`src/design/sha256_message_hasher_assert.svh`:
```
// Assertion macros shared by the hasher RTL.
// Each macro expects clk_i and rst_ni in the including module's scope.
`ifndef SHA256_MESSAGE_HASHER_ASSERT_SVH
`define SHA256_MESSAGE_HASHER_ASSERT_SVH

// Same-cycle implication, checked outside reset.
`define SHAMH_ASSERT_NOW(label, ante, cons, msg) \
  label: assert property (@(posedge clk_i) disable iff (!rst_ni) (ante) |-> (cons)) \
    else $error(msg);

// Next-cycle implication, checked outside reset.
`define SHAMH_ASSERT_NEXT(label, ante, cons, msg) \
  label: assert property (@(posedge clk_i) disable iff (!rst_ni) (ante) |=> (cons)) \
    else $error(msg);

`endif

```
`src/design/shamh_pkg.sv`:
```
// Shared types, constants and round functions of the SHA-256 hasher.
// Used by shamh_core and sha256_message_hasher; depends on nothing.
`timescale 1ns / 1ps

package shamh_pkg;

  localparam int unsigned WordW = 32;
  localparam int unsigned NumCv = 8;
  localparam int unsigned NumWin = 16;
  localparam int unsigned CountW = 61;

  localparam logic [7:0] PadMark = 8'h80;
  localparam logic [5:0] PadLenPos = 6'd56;
  localparam logic [5:0] LastPos = 6'd63;
  localparam logic [5:0] LastRound = 6'd63;
  localparam logic [2:0] LastWordIdx = 3'd7;

  localparam logic [WordW-1:0] ShaIv [NumCv] = '{
    32'h6a09e667, 32'hbb67ae85, 32'h3c6ef372, 32'ha54ff53a,
    32'h510e527f, 32'h9b05688c, 32'h1f83d9ab, 32'h5be0cd19
  };

  localparam logic [WordW-1:0] RoundK [64] = '{
    32'h428a2f98, 32'h71374491, 32'hb5c0fbcf, 32'he9b5dba5,
    32'h3956c25b, 32'h59f111f1, 32'h923f82a4, 32'hab1c5ed5,
    32'hd807aa98, 32'h12835b01, 32'h243185be, 32'h550c7dc3,
    32'h72be5d74, 32'h80deb1fe, 32'h9bdc06a7, 32'hc19bf174,
    32'he49b69c1, 32'hefbe4786, 32'h0fc19dc6, 32'h240ca1cc,
    32'h2de92c6f, 32'h4a7484aa, 32'h5cb0a9dc, 32'h76f988da,
    32'h983e5152, 32'ha831c66d, 32'hb00327c8, 32'hbf597fc7,
    32'hc6e00bf3, 32'hd5a79147, 32'h06ca6351, 32'h14292967,
    32'h27b70a85, 32'h2e1b2138, 32'h4d2c6dfc, 32'h53380d13,
    32'h650a7354, 32'h766a0abb, 32'h81c2c92e, 32'h92722c85,
    32'ha2bfe8a1, 32'ha81a664b, 32'hc24b8b70, 32'hc76c51a3,
    32'hd192e819, 32'hd6990624, 32'hf40e3585, 32'h106aa070,
    32'h19a4c116, 32'h1e376c08, 32'h2748774c, 32'h34b0bcb5,
    32'h391c0cb3, 32'h4ed8aa4a, 32'h5b9cca4f, 32'h682e6ff3,
    32'h748f82ee, 32'h78a5636f, 32'h84c87814, 32'h8cc70208,
    32'h90befffa, 32'ha4506ceb, 32'hbef9a3f7, 32'hc67178f2
  };

  // Commands from the byte sequencer to the compression unit.
  typedef struct packed {
    logic load;    // shift one packed word into the schedule window
    logic start;   // begin a compression on the window
    logic rotate;  // advance the chaining value by one word for readout
    logic reinit;  // reload the initial hash value
  } core_cmd_t;

  typedef struct packed {
    logic busy;
    logic done;
  } core_status_t;

  typedef enum logic [1:0] {
    CoreIdle,
    CoreRound,
    CoreAdd
  } core_state_e;

  typedef enum logic [2:0] {
    StIdle,
    StComp,
    StPadMark,
    StPadZero,
    StPadLen,
    StOut
  } seq_state_e;

  function automatic logic [WordW-1:0] big_sigma0(input logic [WordW-1:0] x);
    return {x[1:0], x[31:2]} ^ {x[12:0], x[31:13]} ^ {x[21:0], x[31:22]};
  endfunction

  function automatic logic [WordW-1:0] big_sigma1(input logic [WordW-1:0] x);
    return {x[5:0], x[31:6]} ^ {x[10:0], x[31:11]} ^ {x[24:0], x[31:25]};
  endfunction

  function automatic logic [WordW-1:0] small_sigma0(input logic [WordW-1:0] x);
    return {x[6:0], x[31:7]} ^ {x[17:0], x[31:18]} ^ {3'b000, x[31:3]};
  endfunction

  function automatic logic [WordW-1:0] small_sigma1(input logic [WordW-1:0] x);
    return {x[16:0], x[31:17]} ^ {x[18:0], x[31:19]} ^ {10'd0, x[31:10]};
  endfunction

endpackage

```
`src/design/shamh_core.sv`:
```
// SHA-256 compression unit: schedule window, working words, one round per cycle.
// Depends on shamh_pkg.
`timescale 1ns / 1ps

module shamh_core (
  input  logic                             clk_i,
  input  logic                             rst_ni,
  input  shamh_pkg::core_cmd_t             cmd_i,
  input  logic [shamh_pkg::WordW-1:0]      word_i,
  output shamh_pkg::core_status_t          status_o,
  output logic [shamh_pkg::WordW-1:0]      digest_o
);
  import shamh_pkg::*;

  core_state_e       st_q, st_d;
  logic [5:0]        rnd_q, rnd_d;
  logic [WordW-1:0]  win_q [NumWin];
  logic [WordW-1:0]  wk_q [NumCv];
  logic [WordW-1:0]  cv_q [NumCv];
  logic [WordW-1:0]  sched_new;
  logic [WordW-1:0]  t1, t2, ch, maj;

  // Window holds W[t..t+15]; the oldest word sits at index 0.
  assign sched_new = small_sigma1(win_q[14]) + win_q[9] + small_sigma0(win_q[1]) + win_q[0];

  assign ch  = (wk_q[4] & wk_q[5]) ^ (~wk_q[4] & wk_q[6]);
  assign maj = (wk_q[0] & wk_q[1]) ^ (wk_q[0] & wk_q[2]) ^ (wk_q[1] & wk_q[2]);
  assign t1  = wk_q[7] + big_sigma1(wk_q[4]) + ch + RoundK[rnd_q] + win_q[0];
  assign t2  = big_sigma0(wk_q[0]) + maj;

  always_comb begin
    st_d = st_q;
    case (st_q)
      CoreIdle:  if (cmd_i.start) st_d = CoreRound;
      CoreRound: if (rnd_q == LastRound) st_d = CoreAdd;
      CoreAdd:   st_d = CoreIdle;
      default:   st_d = CoreIdle;
    endcase
  end

  always_comb begin
    rnd_d = rnd_q;
    status_o.busy = 1'b1;
    status_o.done = 1'b0;
    case (st_q)
      CoreIdle: begin
        status_o.busy = 1'b0;
        rnd_d = '0;
      end
      CoreRound: rnd_d = rnd_q + 6'd1;
      CoreAdd:   status_o.done = 1'b1;
      default:   status_o.busy = 1'b0;
    endcase
  end

  always_ff @(posedge clk_i or negedge rst_ni) begin
    if (!rst_ni) begin
      st_q  <= CoreIdle;
      rnd_q <= '0;
    end else begin
      st_q  <= st_d;
      rnd_q <= rnd_d;
    end
  end

  always_ff @(posedge clk_i) begin
    if (cmd_i.load || st_q == CoreRound) begin
      for (int i = 0; i < NumWin - 1; i++) begin
        win_q[i] <= win_q[i+1];
      end
      win_q[NumWin-1] <= cmd_i.load ? word_i : sched_new;
    end
    if (cmd_i.start) begin
      wk_q <= cv_q;
    end else if (st_q == CoreRound) begin
      wk_q[7] <= wk_q[6];
      wk_q[6] <= wk_q[5];
      wk_q[5] <= wk_q[4];
      wk_q[4] <= wk_q[3] + t1;
      wk_q[3] <= wk_q[2];
      wk_q[2] <= wk_q[1];
      wk_q[1] <= wk_q[0];
      wk_q[0] <= t1 + t2;
    end
  end

  // Chaining value: fold in the working words, rotate for readout, reload the IV.
  always_ff @(posedge clk_i or negedge rst_ni) begin
    if (!rst_ni) begin
      cv_q <= ShaIv;
    end else if (cmd_i.reinit) begin
      cv_q <= ShaIv;
    end else if (st_q == CoreAdd) begin
      for (int i = 0; i < NumCv; i++) begin
        cv_q[i] <= cv_q[i] + wk_q[i];
      end
    end else if (cmd_i.rotate) begin
      for (int i = 0; i < NumCv - 1; i++) begin
        cv_q[i] <= cv_q[i+1];
      end
      cv_q[NumCv-1] <= cv_q[0];
    end
  end

  assign digest_o = cv_q[0];

endmodule

```
`src/design/sha256_message_hasher.sv`:
```
// SHA-256 message hasher top level: byte packer, padding sequencer, digest readout.
// Depends on shamh_pkg, shamh_core and sha256_message_hasher_assert.svh.
//
// Usage: feed the message one request at a time on the s_axis side; tdata is
// the byte, tuser says whether the byte is real, tlast ends the message (an
// end request with tuser low adds no byte, so an empty message is legal).
// Bytes are taken one per cycle while a 64-byte block fills. The request that
// completes a block starts a compression: 64 rounds at one per cycle on the
// shared round unit, then a fold into the chaining value; s_axis_tready_o
// stays low until the fold is done. At message end the sequencer appends
// 0x80, zeros up to byte 56 and the 64-bit bit length, one byte per cycle
// outside compressions, with one or two more compressions; then eight digest
// requests leave on m_axis, word 0 first, tuser carrying the word index and
// tlast on word 7. A stalled receiver holds the current word and blocks new
// input. Reset loads the initial hash value and clears the byte count and
// block position.
`timescale 1ns / 1ps
`include "sha256_message_hasher_assert.svh"

module sha256_message_hasher (
  input  logic        clk_i,
  input  logic        rst_ni,
  input  logic        s_axis_tvalid_i,
  output logic        s_axis_tready_o,
  input  logic [7:0]  s_axis_tdata_i,   // [7:0] message_byte
  input  logic        s_axis_tuser_i,   // [0] carries_byte
  input  logic        s_axis_tlast_i,   // end_of_message
  output logic        m_axis_tvalid_o,
  input  logic        m_axis_tready_i,
  output logic [31:0] m_axis_tdata_o,   // [31:0] digest_word
  output logic [2:0]  m_axis_tuser_o,   // [2:0] word_index
  output logic        m_axis_tlast_o    // last_word
);
  import shamh_pkg::*;

  seq_state_e         st_q, st_d, ret_q, ret_d;
  logic [5:0]         pos_q;
  logic [23:0]        acc_q;
  logic [CountW-1:0]  cnt_q;
  logic [2:0]         len_q;
  logic [2:0]         oidx_q;
  logic               s_fire, m_fire, msg_done;
  logic               put_en;
  logic [7:0]         put_byte;
  logic [63:0]        bit_len;
  logic [7:0]         len_byte;
  core_cmd_t          cmd;
  core_status_t       cstat;
  logic [WordW-1:0]   digest;

  assign s_fire   = s_axis_tvalid_i && s_axis_tready_o;
  assign m_fire   = m_axis_tvalid_o && m_axis_tready_i;
  assign msg_done = m_fire && (oidx_q == LastWordIdx);

  // Length bytes go out most significant first.
  assign bit_len  = {cnt_q, 3'b000};
  assign len_byte = bit_len[{~len_q, 3'b000} +: 8];

  // Next state, including where to resume after a compression.
  always_comb begin
    st_d  = st_q;
    ret_d = ret_q;
    case (st_q)
      StIdle: begin
        if (s_fire) begin
          if (s_axis_tuser_i && pos_q == LastPos) begin
            st_d  = StComp;
            ret_d = s_axis_tlast_i ? StPadMark : StIdle;
          end else if (s_axis_tlast_i) begin
            st_d = StPadMark;
          end
        end
      end
      StComp: if (cstat.done) st_d = ret_q;
      StPadMark: begin
        st_d = StPadZero;
        if (pos_q == LastPos) begin
          st_d  = StComp;
          ret_d = StPadZero;
        end
      end
      StPadZero: begin
        if (pos_q == PadLenPos) begin
          st_d = StPadLen;
        end else if (pos_q == LastPos) begin
          st_d  = StComp;
          ret_d = StPadZero;
        end
      end
      StPadLen: begin
        if (len_q == LastWordIdx) begin
          st_d  = StComp;
          ret_d = StOut;
        end
      end
      StOut:   if (msg_done) st_d = StIdle;
      default: st_d = StIdle;
    endcase
  end

  // Outputs: pick the byte to place and drive the handshakes.
  always_comb begin
    put_en          = 1'b0;
    put_byte        = 8'h00;
    s_axis_tready_o = 1'b0;
    m_axis_tvalid_o = 1'b0;
    case (st_q)
      StIdle: begin
        s_axis_tready_o = 1'b1;
        put_en          = s_axis_tvalid_i && s_axis_tuser_i;
        put_byte        = s_axis_tdata_i;
      end
      StComp: ;
      StPadMark: begin
        put_en   = 1'b1;
        put_byte = PadMark;
      end
      StPadZero: put_en = (pos_q != PadLenPos);
      StPadLen: begin
        put_en   = 1'b1;
        put_byte = len_byte;
      end
      StOut:   m_axis_tvalid_o = 1'b1;
      default: ;
    endcase
  end

  // Every fourth byte completes a big-endian word; the last byte of a block starts a run.
  assign cmd.load   = put_en && (pos_q[1:0] == 2'b11);
  assign cmd.start  = put_en && (pos_q == LastPos);
  assign cmd.rotate = m_fire;
  assign cmd.reinit = msg_done;

  always_ff @(posedge clk_i or negedge rst_ni) begin
    if (!rst_ni) begin
      st_q   <= StIdle;
      ret_q  <= StIdle;
      pos_q  <= '0;
      cnt_q  <= '0;
      len_q  <= '0;
      oidx_q <= '0;
    end else begin
      st_q  <= st_d;
      ret_q <= ret_d;
      if (put_en) begin
        pos_q <= pos_q + 6'd1;
      end
      if (msg_done) begin
        cnt_q <= '0;
      end else if (s_fire && s_axis_tuser_i) begin
        cnt_q <= cnt_q + {{(CountW-1){1'b0}}, 1'b1};
      end
      if (st_q == StPadLen) begin
        len_q <= len_q + 3'd1;
      end
      if (m_fire) begin
        oidx_q <= oidx_q + 3'd1;
      end
    end
  end

  always_ff @(posedge clk_i) begin
    if (put_en) begin
      acc_q <= {acc_q[15:0], put_byte};
    end
  end

  shamh_core u_core (
    .clk_i    (clk_i),
    .rst_ni   (rst_ni),
    .cmd_i    (cmd),
    .word_i   ({acc_q, put_byte}),
    .status_o (cstat),
    .digest_o (digest)
  );

  assign m_axis_tdata_o = digest;
  assign m_axis_tuser_o = oidx_q;
  assign m_axis_tlast_o = (oidx_q == LastWordIdx);

  // The length field must start exactly at byte 56 of the block.
  `SHAMH_ASSERT_NOW(a_len_at_56, (st_q == StPadLen) && (len_q == 3'd0), pos_q == PadLenPos, "length field misplaced")
  // A compression in flight keeps the core busy while the sequencer waits.
  `SHAMH_ASSERT_NOW(a_comp_busy, st_q == StComp, cstat.busy, "sequencer waits on an idle core")
  // No digest word may leave while the core still works on a block or input is taken.
  `SHAMH_ASSERT_NOW(a_out_core_idle, m_axis_tvalid_o, !cstat.busy && !s_axis_tready_o, "digest out while busy")
  // After the final digest word the hasher is back to taking bytes at block start.
  `SHAMH_ASSERT_NEXT(a_restart, msg_done, s_axis_tready_o && (pos_q == 6'd0), "no clean restart")

endmodule

```
`config.mk`:
```
export PLATFORM = sky130hd
export DESIGN_NAME = sha256_message_hasher
export DESIGN_NICKNAME = d
export VERILOG_FILES = /design/src/design/shamh_pkg.sv /design/src/design/shamh_core.sv /design/src/design/sha256_message_hasher.sv
export VERILOG_INCLUDE_DIRS = /design/src /design/src/design
export SDC_FILE = /design/constraint.sdc
export NUM_CORES = 2
export LEC_CHECK = 0
export BUFFER_PORTS_ARGS = -buffer_cell sky130_fd_sc_hd__buf_2
export CORE_ASPECT_RATIO = 1.25
export CORE_MARGIN = 2
export CORE_UTILIZATION = 29
export CTS_BUF_LIST = sky130_fd_sc_hd__clkbuf_8
export DETAILED_ROUTE_END_ITERATION = 12
export RECOVER_POWER = 50
export SLEW_MARGIN = 20
export SYNTH_ARGS = -nofsm -noshare
export SYNTH_HDL_FRONTEND = slang
export SYNTH_SLANG_ARGS = --single-unit
```
`constraint.sdc`:
```
create_clock -name clk_i -period 37.6 [get_ports clk_i]
set_clock_uncertainty 0.05 [all_clocks]
set_input_delay 1.88 -clock clk_i [delete_from_list [all_inputs] [get_ports clk_i]]
set_output_delay 1.88 -clock clk_i [all_outputs]
set_load 0.02 [all_outputs]
```
==> reports/results.ini <==
[status]
status = complete, but fails checks
violations = capacitance limit, slew limit

[logic_synthesis]
avgSynthCellArea_sq_um = 10.04
synth_top_area_frac = 0.3311
synth_area_sq_mm = 0.07182
yosys_warnings = 0
synthMuxAreaShare = 0.01709
synth_adder_area_share = 0.1278
synth.distinct_cells = 96
yosysTopAreaCell = edfxtp_1
synthCells = 7150
synth_nets = 7760
ys_seq_area_frac = 0.4530
synth_top_cells_by_area = edfxtp_1 (33%), dfrtp_1 (7.2%), ha_1 (7.0%), nand2_1 (6.0%), fa_1 (5.4%)
synth_compound_area_frac = 0.1608
synth-simple-area-share = 0.1294
synth_ff_type = edfxtp_1
synth_edf_count = 792
async_flop_share = 0.3022
synth_xor_area_frac = 0.07549
ys_ff_latch = 1135
synth_top_family_by_area = compound AO/OA/AOI/OAI gates

[worst_setup_path]
crit_slowest_cell = clkbuf_1
cp.arrival_ns = 13.34
reg2reg_slack_ns = 24.87
rr_startpoint = u_core.rnd_q[3]
worstPathMaxFanout = 71
r2r_end = u_core.wk_q[255]
cp-end-kind = flip-flop
crit_type = reg2reg
cp.required_ns = 38.21
slowest_delay_ns = 2.25
r2r.worst_path.cells = 33
cp-start-kind = flip-flop

[worst_hold_path]
holdPathEnd = u_core.win_q[0][53]
hold_path_class = reg2reg
min-delay-start = u_core.win_q[0][85]
min_path_cells = 0

[cells_and_area]
area_delta_synth_final_pct = 10.39
drive_gt1_frac = 0.08371
utilization = 0.3215
nNetsFinal = 7710

[detailed_routing]
first_iter_violations = 4643
first_pass_iters = 6
route.detailed.drc = 0
post_drt_wl_per_cell_um = 23.68
vias = 55540
drtAntennaViolNets = 0
routed_via_density = 5.260
wl_mm = 250.1

[clock_network]
clkSinkCount = 1135
cts.path.max_buffers = 3
post_cts_buffers = 0
cts-buffers-inserted = 195
postCtsResizedCells = 0
cts-htree-levels = 4
ctsRootBufferMaster = clkbuf_8
ctsHoldBuffers = 0
clkSlewWorstSetupHoldPaths_ns = 0.07
clock_latency_ns = 1.03
cts_tree = done

[sta]
hold_violations = 0
worst_pin_slew_ns = 7.283
maxSlewViolCount = 1159
setup_violations = 0
fin_crit_sh = 0.3385
rsz0062_at_grt = false
fin_tns_setup_ns = 0
finalWorstSetupSlack_ns = 24.87
period_needed_ns = 12.73
clock.fmax_mhz = 78.57
slew_headroom = -3.855

[floorplanning]
rows = 204
die_y_um = 560.4
core_region_area_sq_mm = 0.2466
boundaryPins = 52
start_util = 0.2913
die_area_sq_mm = 0.2517
die_w_um = 449.1

[placement]
port_buffers = 51
dp_slack_ns = 27.12
place_hpwl_mm = 180.1
gp_congestion = 0.9585

[flow_run]
drv_cap = 26

[grt]
track_usage = 0.1913
grt_remaining_overflow = 0
antenna_found_initial = 5
grt_max_degree = 163
grt_pass1_wl_mm = 362.5
grt_pass1_vias = 54760

[pwr]
powerDensity_mw_per_mm2 = 31.50
p_leak_uw = 0.03137
ir_drop_uv = 37.24

## critical path, delay by kind of cell, from the launching register on
| family | cells | cell delay [ns] |
|---|---|---|
| AO/OA/AOI/OAI | 16 | 3.73 |
| XOR/XNOR | 2 | 0.40 |
| adder cells (fa/ha/maj) | 6 | 2.61 |
| buffers and inverters | 4 | 3.93 |
| flip-flops | 1 | 0.34 |
| AND/OR/NAND/NOR | 5 | 1.35 |
## logic make-up after synthesis
| kind of cell | Yosys count |
|---|---|
| DFF | 1135 |
| AOI/OAI and AO/OA | 1873 |
| adders and majority gates | 622 |
| muxes | 92 |
| xor gates and xnor gates | 619 |
| and+or+nand+nor | 2160 |
| buffers and inverters | 649 |
## report_power, final
part | switching, uW | leakage [uW] | internal, uW
combinational | 9.20 | 0.0176 | 0.698
sequential | 0.0869 | 0.0114 | 1330
clock | 583 | 0.00231 | 578
## sequential cells by signal (all words and copies together), names as in the netlist
name and cells:
u_core.rnd_q 6, u_core.digest_o 32, m_axis_tuser_o 3, len_q 3
ret_q 3, u_core.wk_q 256, st_q 3, cnt_q 61
acc_q 24, u_core.st_q 2, pos_q 6, u_core.cv_q 224
u_core.win_q 512
## per-stage QoR
step	total power (uW)	instance area [sq um]	hold WS [ns]	std cells
floorplan	1351	71820	0.3503	7150
global placement	1362	75420	0.3502	10200
detailed placement	1362	75420	0.3545	10200
CTS	2530	79440	0.3169	10560
global route	2578	79280	0.3251	10560
finish	2498	79280	0.3237	10560
## worst max-delay path by stage
| stage | slack, ns | end | cells after the start | startpoint |
|---|---|---|---|---|
| after floorplan | 22.13 | u_core.win_q[0][0] | 7 | s_axis_tuser_i |
| after global placement | 27.19 | u_core.wk_q[250] | 35 | u_core.rnd_q[1] |
| after detailed placement | 27.12 | u_core.wk_q[250] | 35 | u_core.rnd_q[1] |
| after CTS | 27.07 | u_core.wk_q[250] | 36 | u_core.rnd_q[1] |
| after global routing | 24.08 | u_core.wk_q[254] | 34 | u_core.rnd_q[3] |
| final | 24.87 | u_core.wk_q[255] | 33 | u_core.rnd_q[3] |
## cell usage after synthesis, drive strengths merged, types with 66 or more instances
cell type  count
xnor2        439
nand2       1149
nor3          88
nand2b        72
a21o         164
dfrtp        207
inv          262
ha           401
nand3         97
edfxtp       792
clkbuf       301
dfstp        136
o21ai        450
nor2         505
a21oi        662
buf           84
fa           195
xor2         180
o21a          66
## metal layers
layer,track usage,wire (um),share of wire,vias to the layer above
li1,-,-,-,25340
met1,0.2368,100600,0.40,27570
met2,0.3257,121600,0.49,2103
met3,0.02372,13480,0.054,535
met4,0.09979,14380,0.057,0
met5,0,0,0,-
## layout make-up
class / instances / area, sq um
diodes: 1 / 2.502
clock buffers: 213 / 2932
clock inverters: 147 / 1090
fillers: 25400 / 167300
inverters: 264 / 991.0
multi-input cells: 5366 / 36730
flip-flops and latches: 1135 / 32540
well taps: 3296 / 4124
repair buffers: 138 / 867.1
## cells in the final DEF (no fill, tap or decap), drive strengths merged, types with 72 or more instances in the layout
master | synthesis | layout
nand2 | 1149 | 1149
edfxtp | 792 | 792
a21oi | 662 | 662
nor2 | 505 | 505
o21ai | 450 | 450
xnor2 | 439 | 439
ha | 401 | 401
inv | 262 | 350
clkbuf | 301 | 249
dfrtp | 207 | 207
fa | 195 | 195
xor2 | 180 | 180
a21o | 164 | 164
dfstp | 136 | 136
buf | 84 | 102
nand3 | 97 | 97
nor3 | 88 | 88
nand2b | 72 | 72
(Power assumes the default switching activity.)
